`config.mk`:
```
export PLATFORM = sky130hd
export DESIGN_NAME = lru_key_value_cache_unit
export DESIGN_NICKNAME = d
export VERILOG_FILES = /design/src/rtl/lkvc_pkg.sv /design/src/rtl/lkvc_ctrl.sv /design/src/rtl/lkvc_dp.sv /design/src/rtl/lru_key_value_cache_unit.sv
export SDC_FILE = /design/constraint.sdc
export NUM_CORES = 1
export LEC_CHECK = 0
export BUFFER_PORTS_ARGS = -buffer_cell sky130_fd_sc_hd__buf_2
export CORE_MARGIN = 10
export CORE_UTILIZATION = 65
export CTS_CLUSTER_SIZE = 24
export DETAILED_ROUTE_END_ITERATION = 6
export PLACE_DENSITY_LB_ADDON = 0.25
export SLEW_MARGIN = 40
export SYNTH_ARGS = -nofsm -noshare
export SYNTH_HDL_FRONTEND = slang
export SYNTH_SLANG_ARGS = --single-unit
```
`constraint.sdc`:
```
create_clock -name clk -period 7.4 [get_ports clk]
set_clock_uncertainty 0.05 [all_clocks]
set_input_delay 1.48 -clock clk [delete_from_list [all_inputs] [get_ports clk]]
set_output_delay 1.48 -clock clk [all_outputs]
set_load 0.01 [all_outputs]
```
`src/rtl/lkvc_pkg.sv`:
```
// lkvc_pkg: shared item types, opcodes and controller/datapath link structs
`timescale 1ns / 1ps

package lkvc_pkg;

  // operation codes
  localparam logic OP_GET = 1'b0;
  localparam logic OP_PUT = 1'b1;

  // value returned on a lookup miss
  localparam logic signed [31:0] MISS_VALUE = -32'sd1;

  // capacity register width and reset value
  localparam int CAP_W = 5;
  localparam logic [CAP_W-1:0] CAP_RESET = 5'd16;

  typedef struct packed {
    logic               opcode;
    logic signed [31:0] lookup_key;
    logic signed [31:0] store_value;
  } in_item_t;

  typedef struct packed {
    logic               hit;
    logic signed [31:0] read_value;
  } out_item_t;

  // commands from the controller
  typedef struct packed {
    logic load;
    logic scan;
    logic apply;
    logic emit;
  } ctl_cmd_t;

  // status back to the controller
  typedef struct packed {
    logic scan_done;
    logic op_put;
    logic out_blocked;
  } dp_stat_t;

endpackage

```
`src/rtl/lkvc_ctrl.sv`:
```
// lkvc_ctrl: sequencing state machine for accept, key scan, update and result
`timescale 1ns / 1ps

module lkvc_ctrl (
  input  logic              clk,
  input  logic              rst_n,
  input  logic              in_valid,
  output logic              in_stall,
  input  lkvc_pkg::dp_stat_t stat,
  output lkvc_pkg::ctl_cmd_t cmd
);

  localparam logic [1:0] S_IDLE  = 2'd0;
  localparam logic [1:0] S_SCAN  = 2'd1;
  localparam logic [1:0] S_APPLY = 2'd2;
  localparam logic [1:0] S_EMIT  = 2'd3;

  logic [1:0] state_r;
  logic [1:0] state_nxt;

  // next state and commands
  always_comb begin
    state_nxt = state_r;
    cmd       = '0;
    case (state_r)
      S_IDLE: begin
        if (in_valid) begin
          cmd.load  = 1'b1;
          state_nxt = S_SCAN;
        end
      end
      S_SCAN: begin
        cmd.scan = 1'b1;
        if (stat.scan_done) begin
          state_nxt = S_APPLY;
        end
      end
      S_APPLY: begin
        cmd.apply = 1'b1;
        state_nxt = stat.op_put ? S_IDLE : S_EMIT;
      end
      S_EMIT: begin
        if (!stat.out_blocked) begin
          cmd.emit  = 1'b1;
          state_nxt = S_IDLE;
        end
      end
      default: begin
        state_nxt = S_IDLE;
      end
    endcase
  end

  // state register
  always_ff @(posedge clk) begin
    if (!rst_n) begin
      state_r <= S_IDLE;
    end else begin
      state_r <= state_nxt;
    end
  end

  assign in_stall = (state_r != S_IDLE);

endmodule

```
`src/rtl/lkvc_dp.sv`:
```
// lkvc_dp: key/value memories, recency ranks, scan compare and result register
`timescale 1ns / 1ps

module lkvc_dp #(
  parameter int ENTRIES = 16
) (
  input  logic                         clk,
  input  logic                         rst_n,
  input  lkvc_pkg::in_item_t           in_data,
  input  logic [lkvc_pkg::CAP_W-1:0]   cap_r,
  input  lkvc_pkg::ctl_cmd_t           cmd,
  output lkvc_pkg::dp_stat_t           stat,
  output logic                         out_valid,
  input  logic                         out_stall,
  output lkvc_pkg::out_item_t          out_data
);

  localparam int IW = (ENTRIES > 1) ? $clog2(ENTRIES) : 1;
  localparam int CW = $clog2(ENTRIES + 1);
  localparam int WW = (CW > lkvc_pkg::CAP_W) ? CW : lkvc_pkg::CAP_W;

  // held item
  lkvc_pkg::in_item_t item_r;

  // storage
  logic [31:0]        keys_mem [ENTRIES];
  logic [31:0]        vals_mem [ENTRIES];
  logic               valid_r  [ENTRIES];
  logic [ENTRIES-1:0] valid_nxt;
  logic [IW-1:0]      rank_r   [ENTRIES];
  logic [IW-1:0]      rank_nxt [ENTRIES];
  logic [CW-1:0]      count_r;
  logic [CW-1:0]      count_nxt;

  // scan pipeline
  logic [CW-1:0] scan_cnt_r;
  logic          rd_en;
  logic [IW-1:0] rd_addr;
  logic [31:0]   key_rd_r;
  logic          cmp_vld_r;
  logic [IW-1:0] cmp_idx_r;
  logic          hit_found_r;
  logic [IW-1:0] hit_idx_r;
  logic [IW-1:0] hit_rank_r;
  logic          free_found_r;
  logic [IW-1:0] free_idx_r;
  logic [IW-1:0] victim_idx_r;
  logic          cmp_valid;
  logic          key_match;
  logic          is_victim;

  // update controls
  logic [WW-1:0] eff_cap;
  logic          full;
  logic          do_touch;
  logic          do_insert;
  logic          drop;
  logic          use_victim;
  logic [IW-1:0] slot;
  logic [IW-1:0] wr_addr;
  logic [31:0]   val_rd_r;

  // result register
  logic                out_valid_r;
  lkvc_pkg::out_item_t out_data_r;

  // item capture on transfer
  always_ff @(posedge clk) begin
    if (cmd.load) begin
      item_r <= in_data;
    end
  end

  // scan address counter
  assign rd_en   = cmd.scan && (scan_cnt_r < CW'(ENTRIES));
  assign rd_addr = scan_cnt_r[IW-1:0];

  always_ff @(posedge clk) begin
    if (!rst_n) begin
      scan_cnt_r <= '0;
      cmp_vld_r  <= 1'b0;
    end else if (cmd.load) begin
      scan_cnt_r <= '0;
      cmp_vld_r  <= 1'b0;
    end else begin
      cmp_vld_r <= rd_en;
      if (rd_en) begin
        scan_cnt_r <= scan_cnt_r + CW'(1);
      end
    end
  end

  always_ff @(posedge clk) begin
    if (rd_en) begin
      cmp_idx_r <= rd_addr;
    end
  end

  // key memory
  always_ff @(posedge clk) begin
    if (do_insert) begin
      keys_mem[slot] <= item_r.lookup_key;
    end
    if (rd_en) begin
      key_rd_r <= keys_mem[rd_addr];
    end
  end

  // per-entry compare stage
  assign cmp_valid = cmp_vld_r && valid_r[cmp_idx_r];
  assign key_match = cmp_valid && (key_rd_r == item_r.lookup_key);
  assign is_victim = cmp_valid && (CW'(rank_r[cmp_idx_r]) == (count_r - CW'(1)));

  always_ff @(posedge clk) begin
    if (!rst_n) begin
      hit_found_r  <= 1'b0;
      free_found_r <= 1'b0;
    end else if (cmd.load) begin
      hit_found_r  <= 1'b0;
      free_found_r <= 1'b0;
    end else begin
      if (key_match && !hit_found_r) begin
        hit_found_r <= 1'b1;
      end
      if (cmp_vld_r && !valid_r[cmp_idx_r] && !free_found_r) begin
        free_found_r <= 1'b1;
      end
    end
  end

  always_ff @(posedge clk) begin
    if (key_match && !hit_found_r) begin
      hit_idx_r  <= cmp_idx_r;
      hit_rank_r <= rank_r[cmp_idx_r];
    end
    if (cmp_vld_r && !valid_r[cmp_idx_r] && !free_found_r) begin
      free_idx_r <= cmp_idx_r;
    end
    if (is_victim) begin
      victim_idx_r <= cmp_idx_r;
    end
  end

  // effective capacity, clamped to one .. ENTRIES
  always_comb begin
    eff_cap = WW'(cap_r);
    if (cap_r == '0) begin
      eff_cap = WW'(1);
    end else if (WW'(cap_r) > WW'(ENTRIES)) begin
      eff_cap = WW'(ENTRIES);
    end
  end

  assign full       = WW'(count_r) >= eff_cap;
  assign do_touch   = cmd.apply && hit_found_r;
  assign do_insert  = cmd.apply && !hit_found_r && (item_r.opcode == lkvc_pkg::OP_PUT);
  assign drop       = do_insert && full;
  assign use_victim = drop && (!free_found_r || (victim_idx_r < free_idx_r));
  assign slot       = use_victim ? victim_idx_r : free_idx_r;
  assign wr_addr    = hit_found_r ? hit_idx_r : slot;

  // value memory
  always_ff @(posedge clk) begin
    if (cmd.apply && (item_r.opcode == lkvc_pkg::OP_PUT)) begin
      vals_mem[wr_addr] <= item_r.store_value;
    end
    if (do_touch && (item_r.opcode == lkvc_pkg::OP_GET)) begin
      val_rd_r <= vals_mem[hit_idx_r];
    end
  end

  // valid and rank update
  always_comb begin
    count_nxt = count_r;
    for (int i = 0; i < ENTRIES; i++) begin
      valid_nxt[i] = valid_r[i];
      rank_nxt[i]  = rank_r[i];
      if (do_touch) begin
        if (IW'(i) == hit_idx_r) begin
          rank_nxt[i] = '0;
        end else if (valid_r[i] && (rank_r[i] < hit_rank_r)) begin
          rank_nxt[i] = rank_r[i] + IW'(1);
        end
      end else if (do_insert) begin
        if (IW'(i) == slot) begin
          valid_nxt[i] = 1'b1;
          rank_nxt[i]  = '0;
        end else if (drop && (IW'(i) == victim_idx_r)) begin
          valid_nxt[i] = 1'b0;
          rank_nxt[i]  = '0;
        end else if (valid_r[i]) begin
          rank_nxt[i] = rank_r[i] + IW'(1);
        end
      end
    end
    if (do_insert && !drop) begin
      count_nxt = count_r + CW'(1);
    end
  end

  always_ff @(posedge clk) begin
    if (!rst_n) begin
      count_r <= '0;
      for (int i = 0; i < ENTRIES; i++) begin
        valid_r[i] <= 1'b0;
        rank_r[i]  <= '0;
      end
    end else begin
      count_r <= count_nxt;
      for (int i = 0; i < ENTRIES; i++) begin
        valid_r[i] <= valid_nxt[i];
        rank_r[i]  <= rank_nxt[i];
      end
    end
  end

  // result register
  always_ff @(posedge clk) begin
    if (!rst_n) begin
      out_valid_r <= 1'b0;
    end else if (cmd.emit) begin
      out_valid_r <= 1'b1;
    end else if (!out_stall) begin
      out_valid_r <= 1'b0;
    end
  end

  always_ff @(posedge clk) begin
    if (cmd.emit) begin
      out_data_r.hit        <= hit_found_r;
      out_data_r.read_value <= hit_found_r ? val_rd_r : lkvc_pkg::MISS_VALUE;
    end
  end

  assign out_valid = out_valid_r;
  assign out_data  = out_data_r;

  // status to the controller
  assign stat.scan_done   = (scan_cnt_r == CW'(ENTRIES)) && !cmp_vld_r;
  assign stat.op_put      = (item_r.opcode == lkvc_pkg::OP_PUT);
  assign stat.out_blocked = out_valid_r && out_stall;

  // occupancy never exceeds the store size
  a_count_bound: assert property (@(posedge clk) disable iff (!rst_n)
    count_r <= CW'(ENTRIES))
    else $error("occupancy above store size");

  // occupancy tracks the valid bits
  a_count_valid: assert property (@(posedge clk) disable iff (!rst_n)
    $countones(valid_nxt) == int'(count_nxt))
    else $error("occupancy and valid bits disagree");

  // a recorded hit always points at a live entry
  a_hit_live: assert property (@(posedge clk) disable iff (!rst_n)
    hit_found_r |-> valid_r[hit_idx_r])
    else $error("hit index points at an empty slot");

  // a new result only ever follows an emit command
  a_out_emit: assert property (@(posedge clk) disable iff (!rst_n)
    $rose(out_valid_r) |-> $past(cmd.emit))
    else $error("result appeared without emit");

endmodule

```
`src/rtl/lru_key_value_cache_unit.sv`:
```
// lru_key_value_cache_unit: top level of the fully associative LRU key-value store
// a get scans every key, is applied, then registers its result in the emit state
// the next input is taken in idle, after apply for a put or after emit for a get
// the serial key scan reads one entry per cycle over the key memory port
// synchronous active-low reset empties the store and sets the capacity to 16
// key and value memories are not cleared; entries are guarded by per-slot valid bits
`timescale 1ns / 1ps

module lru_key_value_cache_unit #(
  parameter int ENTRIES = 16
) (
  input  logic                       clk,
  input  logic                       rst_n,
  input  logic                       in_valid,
  output logic                       in_stall,
  input  lkvc_pkg::in_item_t         in_data,
  output logic                       out_valid,
  input  logic                       out_stall,
  output lkvc_pkg::out_item_t        out_data,
  input  logic                       cfg_wr_en,
  input  logic [lkvc_pkg::CAP_W-1:0] cfg_wr_data
);

  logic [lkvc_pkg::CAP_W-1:0] cap_r;
  lkvc_pkg::ctl_cmd_t         cmd;
  lkvc_pkg::dp_stat_t         stat;

  // capacity register
  always_ff @(posedge clk) begin
    if (!rst_n) begin
      cap_r <= lkvc_pkg::CAP_RESET;
    end else if (cfg_wr_en) begin
      cap_r <= cfg_wr_data;
    end
  end

  // sequencer
  lkvc_ctrl u_ctrl (
    .clk      (clk),
    .rst_n    (rst_n),
    .in_valid (in_valid),
    .in_stall (in_stall),
    .stat     (stat),
    .cmd      (cmd)
  );

  // storage and compare datapath
  lkvc_dp #(
    .ENTRIES (ENTRIES)
  ) u_dp (
    .clk       (clk),
    .rst_n     (rst_n),
    .in_data   (in_data),
    .cap_r     (cap_r),
    .cmd       (cmd),
    .stat      (stat),
    .out_valid (out_valid),
    .out_stall (out_stall),
    .out_data  (out_data)
  );

endmodule

```
==> impl_summary.txt, run 1 <==
----------------------------------------------------
[Drt]
  Routed WL ... 134,000 µm
  Router iterations before antenna repair ... 5
  Remaining routing DRC violations ... 0
  Total vias in the final route ... 28,500
  Antenna-violating nets left ... 0
  Average detailed-routed wire length per instance ... 33.1 µm
  Average vias per placed instance ... 7.03
  Number of design-rule violations left by the first detailed-router iteration ... 3,701

[Yosys]
  Number of enable-type register cells in the synthesized netlist ... 1,215
  Most area-consuming cells after synthesis ... edfxtp_1 69%, mux4_2 14%, dfxtp_1 3.7%
  Proportion of register bits with asynchronous set or reset after synthesis ... 0
  Number of cells produced by synthesis ... 2,747
  Cell type with the largest total area after synthesis ... edfxtp_1
  Share of Yosys cell area claimed by the top area cell type ... 0.694
  Average footprint of a synthesized cell ... 19.1 µm²
  Cell area after synthesis ... 0.0526 mm²
  YS warnings ... 0
  Total of flip-flops plus latches after synthesis ... 1,311
  Number of different library cells in the post-synthesis netlist ... 58
  Net count after synthesis ... 2,898
  Sequential element share of the synthesized area ... 0.730
  Predominant post-synthesis flop cell ... edfxtp_1

[STA]
  Max-slew violation count ... 0
  Headroom to the max-slew limit ... 0.392
  Post-layout min period ... 4.29 ns
  Transition time of the tightest slew-check pin ... 0.913 ns
  Fin Hold WS ... 0.457 ns
  Highest clock frequency the design can meet ... 0.233 GHz
  Final Hold Violating Endpoints ... 0
  Setup repair after global routing missed its margin ... false
  Finish-stage setup viols ... 0
  Post-route clock period utilization ... 0.580
  Total negative slack ... 0 ns

[Status]
  Result of the run ... finished clean

[Final layout]
  Number of nets in the layout ... 3,055
  Share of post-route cells with drive strength above 1 ... 0.248
  Most frequent cells in the layout ... 1,215 x edfxtp_1, 335 x mux4_2, 144 x nand2_1
  Signed area change from the synthesized netlist to the final layout ... 12.1%
  Most common cell after layout, fill and taps aside ... edfxtp_1

[CTS]
  CTS root buffer ... clkbuf_16
  CTS tree ... built
  Cts hold-fix bufs ... 0
  Post-CTS Resized ... 0
  Maximum count of clock buffers along a single path ... 3
  H-tree level count ... 3
  Clk_lat worst skew ... 0.69 ns
  Register clock-pin slew on the reported worst setup and hold paths ... 0.06 ns
  Number of setup buffers added after CTS ... 0
  Clock sink total ... 1,311
  Inserted Clock Buffers ... 121

[Pwr]
  Leakage ... 18.9 nW
  Total net switching power ... 3.08 mW
  Power density over the cells ... 255 mW/mm²
  Fraction of power consumed by combinational cells ... 0.023
  Clk pwr share ... 0.426
  Sw Share ... 0.205
  Internal portion of total power ... 12.0 mW
  Reg power frac ... 0.551
  Peak supply drop ... 0.237 mV

[Floorplanning]
  Starting density of the core ... 0.654
  Count of standard-cell rows ... 104
  Width of the die ... 304 µm
  Total I/O pin count ... 110
  Height of the die ... 304 µm
  Core Footprint ... 0.0804 mm²
  Total Die Area ... 0.0927 mm²

[Critical path]
  Type of the worst setup path ... reg2reg
  Data arrival at the endpoint of the critical path ... 4.59 ns
  Required time worst endpoint ... 7.70 ns
  Crit-path max cell delay ... 0.66 ns
  Launching element type of the critical path ... flop
  Crit Path Max Fanout ... 36
  Sequence of cells on the critical path ... nor3_1, nor2_1, nor2_1, ha_1, nor2b_1, o21ai_0, a21o_1, buf_4, nand3_1, a31oi_1, nand2b_1, nor2_4, buf_4
  Crit-path slowest cell ... nor2_4
  Worst setup EP type ... flop

[Global routing]
  Wire length of the first global-routing pass ... 198,000 µm
  Largest net degree at the start of global routing ... 139
  Number of antenna violations at the first check in global routing ... 4
  GRT busiest layer ... met2
  Global-route met2 utilization ... 0.477
  Global-route met3 utilization ... 0.0578
  GRT overflow ... 0
  Number of global-route vias before repair ... 29,200
  Met1 GRT Util ... 0.382
  GR Util All Layers ... 0.287

[Placed design]
  Post-detailed-placement half-perimeter wirelength ... 70,000 µm
  RePlAce Congestion ... 0.924
  Count of port buffers added during placement ... 109

[Run]
  Max capacitance violation total ... 0

[Hold path]
  Kind of path behind the tightest hold check ... reg2reg

----------------------------------------------------
-- cells by family after synthesis --
group / Yosys count / synth area share
buffers and inverters: 173 / 0.0129
xor gates and xnor gates: 41 / 0.00697
AOI/OAI and AO/OA: 339 / 0.0401
DFF: 1311 / 0.730
and+or+nand+nor: 454 / 0.0423
muxes: 353 / 0.149
adders and majority gates: 76 / 0.0181
-- path summary, 6_finish.rpt --
| check | from | endpoint | slack, ns | cells after the start |
|---|---|---|---|---|
| worst max-delay path | cap_r[3]$_SDFFE_PN0P_ | u_dp.vals_mem[5][22]$_DFFE_PP_ | 3.11 | 13 |
| worst min-delay path | u_dp.val_rd_r[7]$_DFFE_PP_ | u_dp.out_data[7]$_SDFFCE_PN1P_ | 0.46 | 1 |
| worst max register to register | cap_r[3]$_SDFFE_PN0P_ | u_dp.vals_mem[5][22]$_DFFE_PP_ | 3.11 | 13 |
| worst min register to register | u_dp.val_rd_r[7]$_DFFE_PP_ | u_dp.out_data[7]$_SDFFCE_PN1P_ | 0.46 | 1 |
-- Yosys cell counts, types with 6 or more instances --
cell      count
a211oi_1     23
a21o_1       27
a21oi_1      85
a31oi_1      19
buf_1        39
buf_2        11
clkbuf_1     83
dfxtp_1      96
edfxtp_1   1215
ha_1         76
inv_1        37
mux4_1        8
mux4_2      335
nand2_1     145
nand2b_1     77
nand3_1      39
nand4_1      10
nor2_1      100
nor2b_1       6
nor3_1       15
nor4_1       25
o21a_1       27
o21ai_0      65
o21ai_1       6
o21bai_1      7
o22ai_1      37
o31ai_1      22
or4b_1        8
xnor2_1      19
xor2_1       21
-- final cells by class --
| class | instances | area, µm² |
|---|---|---|
| multi-input combinational | 1263 | 13700 |
| tap | 1060 | 1330 |
| clock inverter | 74 | 865 |
| inverter | 38 | 163 |
| sequential | 1311 | 38400 |
| timing repair buffer | 169 | 1290 |
| clock buffer | 144 | 3170 |
| fill | 4330 | 21400 |
| antenna | 1 | 2.50 |
-- worst max-delay path: cells and delay by family, from the launching register on --
kind	cells	cell delay, ns
compound gates	3	0.97
fa+ha+maj	1	0.27
buf+inv	2	0.78
flops	1	0.37
simple gates	7	1.45
-- power groups by stage --
stage | clock network [mW] | logic, mW | registers (mW)
floorplan | 0 | 0.247 | 8.37
global placement | 0 | 0.310 | 8.43
detailed placement | 0 | 0.332 | 8.44
CTS | 6.44 | 0.340 | 8.28
global route | 6.72 | 0.370 | 8.30
finish | 6.41 | 0.343 | 8.29
-- registers in the layout (all words and copies together), names as in the netlist, 5 cells and up, named ones only --
| register | count |
|---|---|
| cap_r | 5 |
| u_dp.count_r | 5 |
| u_dp.item_r | 64 |
| u_dp.key_rd_r | 32 |
| u_dp.keys_mem | 512 |
| u_dp.out_data | 33 |
| u_dp.rank_r | 64 |
| u_dp.scan_cnt_r | 5 |
| u_dp.val_rd_r | 32 |
| u_dp.valid_r | 16 |
| u_dp.vals_mem | 512 |
-- layer usage --
layer / wire, µm / up-vias
met5: 45 / -
li1: - / 11600
met4: 4270 / 6
met3: 12400 / 277
met2: 68100 / 1864
met1: 49600 / 14800
-- per-stage QoR --
step	setup slack [ns]	util	instance area (µm²)	power, mW	instances
4_1_cts	3.17	0.733	58900	15.1	4058
3_3_place_gp	3.09	0.678	54500	8.74	3825
2_1_floorplan	3.17	-	52600	8.62	2747
5_1_grt	2.83	0.733	59000	15.4	4059
6_report	3.11	0.733	59000	15.0	4060
3_5_place_dp	3.36	0.683	54900	8.77	3840
Note: power is estimated with default switching activity, not from simulation.
==> run 2, diff against run 1 <==
- CORE_UTILIZATION: 65 -> 56
- clock period: 7.4 -> 3.49 ns (I/O delays scaled with it)
==> run 2 against run 1 <==
Against the previous run:
- the run now ends with setup timing left
- highest routed layer is now met4
- core utilization shrank 8.4 points
- wire length shrank 8.0%
- combinational power grew 140%
- critical endpoint is now u_dp.vals_mem[11][12]$_DFFE_PP_
- largest power group unchanged
- clock power grew 120%
- non-clock buffer count grew 81
- setup slack lost 3.1 ns
- sequential cell count is the same
- sequential share of layout area shrank 1.6 points
- critical path depth is the same
- maximum frequency grew 22%
==> impl_summary.txt, run 2 (same netlist as run 1, synthesis figures left out) <==
----------------------------------------------------
[Global routing]
  Wire length of the first global-routing pass ... 187,000 µm (-5.5%)
  Largest net degree at the start of global routing ... 91 (-35%)
  GR Util All Layers ... 0.234 (-0.0537)
  Number of antenna violations at the first check in global routing ... 1 (-3)
  Number of global-route vias before repair ... 28,500 (-2.4%)
  GRT overflow ... 0 (unchanged)

[Critical path]
  Launching instance or port of the critical path ... cap_r[1]$_SDFFE_PN0P_
  Worst setup EP type ... flop
  Dominant delay contributor by cell family on the critical path ... simple AND/OR/NAND/NOR gates
  Required time worst endpoint ... 3.85 ns (-3.85 ns)
  Cells on worst reg2reg path ... 13 (unchanged)
  Crit Path Max Fanout ... 20 (-44%)
  Number of gates on the worst path with buffers counted ... 13 (unchanged)
  Type of the worst setup path ... reg2reg
  Worst setup path endpoint ... u_dp.vals_mem[11][12]$_DFFE_PP_
  R2r endpoint ... u_dp.vals_mem[11][12]$_DFFE_PP_
  Launching element type of the critical path ... flop
  Crit-path slowest cell ... a31oi_2
  Sequence of cells on the critical path ... nor3_1, nor2_1, nor2_1, ha_1, nor2b_1, o21ai_0, a21oi_1, buf_12, o21ai_0, a31oi_2, nand2_1, nor2_4, buf_4
  Data arrival at the endpoint of the critical path ... 3.89 ns (-0.70 ns)
  Worst path buffer plus inverter count ... 2 (unchanged)
  Crit-path max cell delay ... 0.46 ns (-0.20 ns)
  Minimum setup slack among reg-to-reg paths ... -0.04 ns (-3.15 ns)
  Origin of the critical flop-to-flop path ... cap_r[1]$_SDFFE_PN0P_

[STA]
  Post-route clock period utilization ... 1.01 (+0.432)
  Setup repair after global routing missed its margin ... true
  Highest clock frequency the design can meet ... 0.283 GHz (+22%)
  Headroom to the max-slew limit ... 0.432 (+0.0408)
  Final Hold Violating Endpoints ... 0 (unchanged)
  Max-slew violation count ... 0 (unchanged)
  Post-layout min period ... 3.53 ns (-0.760 ns)
  Transition time of the tightest slew-check pin ... 0.844 ns (-0.0685 ns)
  Worst Setup Slack, final ... -0.0402 ns (-3.15 ns)
  Finish-stage setup viols ... 42 (+42)

[Final layout]
  ANT cells ... 0 (-1)
  Number of nets in the layout ... 3,149 (+3.1%)
  Signed area change from the synthesized netlist to the final layout ... 15.0%
  Share of post-route cells with drive strength above 1 ... 0.271 (+0.0230)
  Most frequent cells in the layout ... 1,215 x edfxtp_1, 335 x mux4_2, 144 x nand2_1
  Share of the core filled with cells in the final layout ... 0.649 (-0.0841)
  Most common cell after layout, fill and taps aside ... edfxtp_1
  Fin cells ... 4,356 (+7.3%)
  Top flop regs ... u_dp.keys_mem x512, u_dp.vals_mem x512

[CTS]
  Clock sink total ... 1,311 (unchanged)
  Register clock-pin slew on the reported worst setup and hold paths ... 0.06 ns (about the same)
  Maximum count of clock buffers along a single path ... 3 (unchanged)
  Inserted Clock Buffers ... 134 (+11%)
  Number of setup buffers added after CTS ... 0 (unchanged)
  CTS tree ... built
  H-tree level count ... 4 (+1)
  Clk_lat worst skew ... 0.73 ns (+0.04 ns)
  CTS root buffer ... clkbuf_16
  Cts hold-fix bufs ... 0 (unchanged)

[Placed design]
  RePlAce Congestion ... 0.940 (+1.7%)
  Place WS ... -0.108 ns (-3.47 ns)
  Count of port buffers added during placement ... 109 (unchanged)
  Post-detailed-placement half-perimeter wirelength ... 75,500 µm (+7.8%)
  Total instance count after detailed placement ... 4,115 (+7.2%)

[Drt]
  Number of design-rule violations left by the first detailed-router iteration ... 2,999 (-19%)
  Average vias per placed instance ... 6.38 (-9.3%)
  Average detailed-routed wire length per instance ... 28.4 µm (-14%)
  Router iterations before antenna repair ... 6 (+1)
  Antenna-violating nets left ... 0 (unchanged)
  Total vias in the final route ... 27,800 (-2.6%)
  Remaining routing DRC violations ... 0 (unchanged)
  Routed WL ... 124,000 µm (-8.0%)

[Hold path]
  Kind of path behind the tightest hold check ... in2reg

[Floorplanning]
  Height of the die ... 326 µm (+7.2%)
  Width of the die ... 326 µm (+7.2%)
  Total Die Area ... 0.107 mm² (+15%)
  Count of standard-cell rows ... 112 (+7.7%)
  Total I/O pin count ... 110 (unchanged)
  Starting density of the core ... 0.564 (-0.0896)
  Core Footprint ... 0.0932 mm² (+16%)

[Status]
  Result of the run ... finished with violations
  Failing checks ... setup timing

[Pwr]
  Leakage ... 19.6 nW (+3.5%)
  Power density over the cells ... 538 mW/mm² (+110%)
  Peak supply drop ... 0.528 mV (+120%)

[Run]
  Max capacitance violation total ... 0 (unchanged)

----------------------------------------------------
[run 2: cell count changes in the layout (fill, tap and decap cells not counted), sizes merged]
cell and change:
clkbuf +22, clkinv +5, diode -1, bufinv -4, clkinvlp -4, buf +81
inv +3
[run 2: routing by layer]
layer	global-route usage	vias up	share of wire
li1	-	11700	-
met4	0.0685	0	0.025
met2	0.375	1249	0.49
met3	0.0448	213	0.074
met1	0.327	14600	0.41
met5	0	-	0
[run 2: how the worst min path moves through the flow]
stage / startpoint / endpoint / slack, ns / depth (start not counted)
after global placement: u_dp.free_found_r$_SDFFE_PP0P_ / u_dp.free_found_r$_SDFFE_PP0P_ / 0.42 / 2
after floorplan: u_dp.scan_cnt_r[2]$_SDFFE_PP0P_ / u_dp.cmp_idx_r[2]$_DFFE_PP_ / 0.36 / 0
final: in_data[26] / u_dp.item_r[26]$_DFFE_PP_ / 0.08 / 1
after CTS: in_data[26] / u_dp.item_r[26]$_DFFE_PP_ / 0.03 / 1
after global routing: in_data[26] / u_dp.item_r[26]$_DFFE_PP_ / 0.05 / 1
after detailed placement: u_dp.free_found_r$_SDFFE_PP0P_ / u_dp.free_found_r$_SDFFE_PP0P_ / 0.43 / 2
[run 2: timing repair]
| action | 4_1_cts | 5_1_grt |
|---|---|---|
| setup endpoints to repair | 346 | 309 |
| resized for setup | 2 | 3 |
| cloned | 0 | 0 |
[run 2: final cells by class]
class	count	area [µm²]
Clock inverter	74	840
Timing Repair Buffer	250	2220
Tap cell	1254	1570
Multi-Input combinational cell	1263	13800
Sequential cell	1311	38400
Clock buffer	166	3550
Inverter	38	145
Fill cell	6115	32700
[run 2: power by group]
group	leakage [nW]	internal (mW)	switching, mW
clock	2.12	8.25	5.96
combinational	5.71	0.378	0.437
sequential	11.8	17.3	0.261
total	19.6	25.9	6.66
[run 2: stage by stage]
stage / TNS, ns / cell area (µm²) / hold slack [ns] / total power, mW
2_1_floorplan: -135.37 / 52700 / 0.356 / 18.3
6_report: -0.822 / 60500 / 0.0849 / 32.6
5_1_grt: -17.09 / 60500 / 0.0496 / 33.5
3_5_place_dp: -19.06 / 56100 / 0.426 / 18.7
4_1_cts: 0 / 60500 / 0.0343 / 32.8
3_3_place_gp: -55.29 / 56100 / 0.416 / 18.6
==> run 3, diff against run 2 <==
- ABC_AREA: default -> 1
==> run 3 against run 2 <==
Against the previous run:
- the run now ends clean
- sequential cell count unchanged
- maximum frequency increased by 2.4%
- critical path depth increased by 7
- worst hold slack got worse by 0.019 ns
- combinational power up 99%
- non-clock buffer count is 68 higher
- critical endpoint is now u_dp.vals_mem[1][9]$_DFFE_PP_
==> impl_summary.txt, run 3 <==
----------------------------------------------------
[Critical path]
  Required time worst endpoint ... 3.88 ns (+0.03 ns)
  Crit Path Max Fanout ... 15 (-25%)
  Origin of the critical flop-to-flop path ... cap_r[3]$_SDFFE_PN0P_
  Worst setup EP type ... flop
  Launching element type of the critical path ... flop
  Minimum setup slack among reg-to-reg paths ... 0.04 ns (+0.08 ns)
  Cells on worst reg2reg path ... 20 (+7)
  Worst setup path endpoint ... u_dp.vals_mem[1][9]$_DFFE_PP_
  Launching instance or port of the critical path ... cap_r[3]$_SDFFE_PN0P_
  R2r endpoint ... u_dp.vals_mem[1][9]$_DFFE_PP_
  Type of the worst setup path ... reg2reg
  Data arrival at the endpoint of the critical path ... 3.84 ns (-0.05 ns)

[Yosys]
  Net count after synthesis ... 4,292 (+48%)
  Number of cells produced by synthesis ... 4,141 (+51%)
  Average footprint of a synthesized cell ... 12.9 µm² (-33%)
  Cell area after synthesis ... 0.0532 mm² (+1.2%)
  Sequential element share of the synthesized area ... 0.722 (-0.00850)
  Cell type with the largest total area after synthesis ... edfxtp_1
  Number of different library cells in the post-synthesis netlist ... 46 (-21%)
  Most area-consuming cells after synthesis ... edfxtp_1 69%, nor2_1 4.0%, dfxtp_1 3.6%
  Share of Yosys cell area claimed by the top area cell type ... 0.686 (-0.00807)
  Total of flip-flops plus latches after synthesis ... 1,311 (unchanged)
  Proportion of register bits with asynchronous set or reset after synthesis ... 0 (unchanged)
  Cell with the most instances after synthesis ... edfxtp_1
  Most frequent cells after synthesis ... 1,215 x edfxtp_1, 563 x nor2_1, 385 x nand2_1
  Predominant post-synthesis flop cell ... edfxtp_1
  YS warnings ... 0 (unchanged)
  Number of enable-type register cells in the synthesized netlist ... 1,215 (unchanged)

[STA]
  Post-route clock period utilization ... 0.988 (-0.0237)
  Total negative slack ... 0 ns (+0.822 ns)
  Setup repair after global routing missed its margin ... true
  Finish-stage setup viols ... 0 (-100%)
  Worst Setup Slack, final ... 0.0427 ns (+0.0829 ns)
  Transition time of the tightest slew-check pin ... 0.911 ns (+0.0669 ns)
  Final Hold Violating Endpoints ... 0 (unchanged)
  Highest clock frequency the design can meet ... 0.290 GHz (+2.4%)
  Post-layout min period ... 3.45 ns (-0.0829 ns)
  Headroom to the max-slew limit ... 0.393 (-0.0398)
  Max-slew violation count ... 0 (unchanged)

[CTS]
  Register clock-pin slew on the reported worst setup and hold paths ... 0.06 ns (about the same)
  Maximum count of clock buffers along a single path ... 3 (unchanged)
  Clk_lat worst skew ... 0.75 ns (+0.02 ns)
  Clock sink total ... 1,311 (unchanged)
  CTS tree ... built
  H-tree level count ... 4 (unchanged)
  Cts hold-fix bufs ... 0 (unchanged)
  CTS root buffer ... clkbuf_16
  Inserted Clock Buffers ... 133 (-0.75%)

[Drt]
  Router iterations before antenna repair ... 6 (unchanged)
  Total vias in the final route ... 35,100 (+26%)
  Average vias per placed instance ... 6.10 (-4.3%)
  Average detailed-routed wire length per instance ... 23.4 µm (-18%)
  Remaining routing DRC violations ... 0 (unchanged)
  Routed WL ... 135,000 µm (+9.0%)
  Antenna-violating nets left ... 0 (unchanged)
  Number of design-rule violations left by the first detailed-router iteration ... 4,195 (+40%)

[Final layout]
  Number of nets in the layout ... 4,535 (+44%)
  Most common cell after layout, fill and taps aside ... edfxtp_1
  Share of post-route cells with drive strength above 1 ... 0.160 (-0.110)
  Signed area change from the synthesized netlist to the final layout ... 16.2%
  Most frequent cells in the layout ... 1,215 x edfxtp_1, 519 x nor2_1, 378 x nand2_1
  Top flop regs ... u_dp.keys_mem x512, u_dp.vals_mem x512

[Pwr]
  Leakage ... 21.6 nW (+10%)
  Peak supply drop ... 0.475 mV (-10%)
  Power density over the cells ... 539 mW/mm² (+0.23%)

[Placed design]
  Place WS ... -0.0718 ns (+0.0361 ns)
  RePlAce Congestion ... 0.885 (-5.8%)
  Post-detailed-placement half-perimeter wirelength ... 79,700 µm (+5.7%)
  Count of port buffers added during placement ... 109 (unchanged)

[Global routing]
  GRT overflow ... 0 (unchanged)
  Number of antenna violations at the first check in global routing ... 2 (+1)
  Largest net degree at the start of global routing ... 180 (+98%)
  Wire length of the first global-routing pass ... 202,000 µm (+7.7%)
  Number of global-route vias before repair ... 33,400 (+17%)
  GR Util All Layers ... 0.243 (+0.00931)

[Run]
  Max capacitance violation total ... 0 (unchanged)

[Floorplanning]
  Count of standard-cell rows ... 113 (+0.89%)
  Height of the die ... 328 µm (+0.55%)
  Total Die Area ... 0.108 mm² (+1.1%)
  Starting density of the core ... 0.563 (-0.00179)
  Total I/O pin count ... 110 (unchanged)
  Core Footprint ... 0.0946 mm² (+1.5%)
  Width of the die ... 328 µm (+0.55%)

[Status]
  Result of the run ... finished clean

[Hold path]
  Kind of path behind the tightest hold check ... in2reg

----------------------------------------------------
==> run 3: cell count changes after synthesis, sizes merged, moves of 105 or more <==
cell / delta
inv: +160
o21ai: +243
nor2: +474
mux4: -343
a22oi: +254
nand3: +105
a21oi: +151
nand2: +287
==> run 3: critical path: stages, from the launching register on <==
cell,delay [ns]
dfxtp_2,0.32
or4_4,0.56
nand2_4,0.10
nand2_2,0.06
ha_4,0.21
nand2_2,0.06
nand2_1,0.05
nand2_1,0.08
nand2_2,0.08
nor2_4,0.23
nor2_8,0.08
buf_6,0.13
nand3_4,0.06
nand2_4,0.06
o21ai_2,0.12
buf_4,0.15
buf_4,0.11
nand2_1,0.05
buf_4,0.18
nor2_4,0.21
buf_12,0.19
==> run 3: layer usage <==
layer	track usage	vias to the layer above	part of all wire
met5	0	-	0.000096
met4	0.0752	2	0.024
met3	0.0434	239	0.097
met2	0.372	1811	0.46
met1	0.354	17200	0.42
li1	-	15800	-
==> run 3: area by class of cell <==
type | instances | area (µm²)
flip-flops and latches | 1311 | 38400
clock buffers | 171 | 3600
fillers | 6731 | 32700
repair buffers | 318 | 3160
inverters | 203 | 773
multi-input cells | 2417 | 13700
diodes | 1 | 2.50
clock inverters | 70 | 644
well taps | 1265 | 1580
==> run 3: timing repair <==
| item | CTS | global route |
|---|---|---|
| resized for setup | 17 | 36 |
| pin swaps | 6 | 15 |
| setup endpoints to repair | 443 | 256 |
| buffers inserted | 11 | 10 |
| gates cloned | 4 | 7 |
==> run 3: metrics by stage <==
stage                util  cell area [µm²]  hold WS [ns]  cells  power [mW]
CTS                 0.650            61500        0.0199   5739        33.5
detailed placement  0.602            57000         0.434   5484        19.7
global placement    0.602            57000         0.433   5484        19.7
floorplan               -            53400         0.356   4141        19.0
global route        0.654            61800        0.0513   5755        34.3
finish              0.654            61800        0.0658   5756        33.4
==> run 3: worst min path at each step <==
stage	start	to	slack [ns]	depth (start not counted)
after floorplan	u_dp.scan_cnt_r[2]$_SDFFE_PP0P_	u_dp.cmp_idx_r[2]$_DFFE_PP_	0.36	0
after CTS	in_data[43]	u_dp.item_r[43]$_DFFE_PP_	0.02	1
after global routing	in_data[19]	u_dp.item_r[19]$_DFFE_PP_	0.05	1
after detailed placement	u_dp.valid_r[13]$_SDFFE_PN0P_	u_dp.valid_r[13]$_SDFFE_PN0P_	0.43	2
after global placement	u_dp.valid_r[13]$_SDFFE_PN0P_	u_dp.valid_r[13]$_SDFFE_PN0P_	0.43	2
final	in_data[43]	u_dp.item_r[43]$_DFFE_PP_	0.07	1
==> run 3: power breakdown <==
group	switching (mW)	internal (mW)	leakage (nW)	total [mW]
Combinational	1.12	0.503	7.75	1.62
Clock	5.86	8.04	2.07	13.9
Sequential	0.352	17.5	11.8	17.8
==> run 3: logic make-up (layout without fill, tap and decap cells) <==
family / count (synthesis) / in the layout / synth area share
DFF: 1311 / 1311 / 0.722
AOI/OAI and AO/OA: 1012 / 1012 / 0.117
adders and majority gates: 76 / 76 / 0.0179
and+or+nand+nor: 1286 / 1286 / 0.107
xor gates and xnor gates: 43 / 43 / 0.00708
buffers and inverters: 413 / 762 / 0.0296
other: 0 / 1 / 0
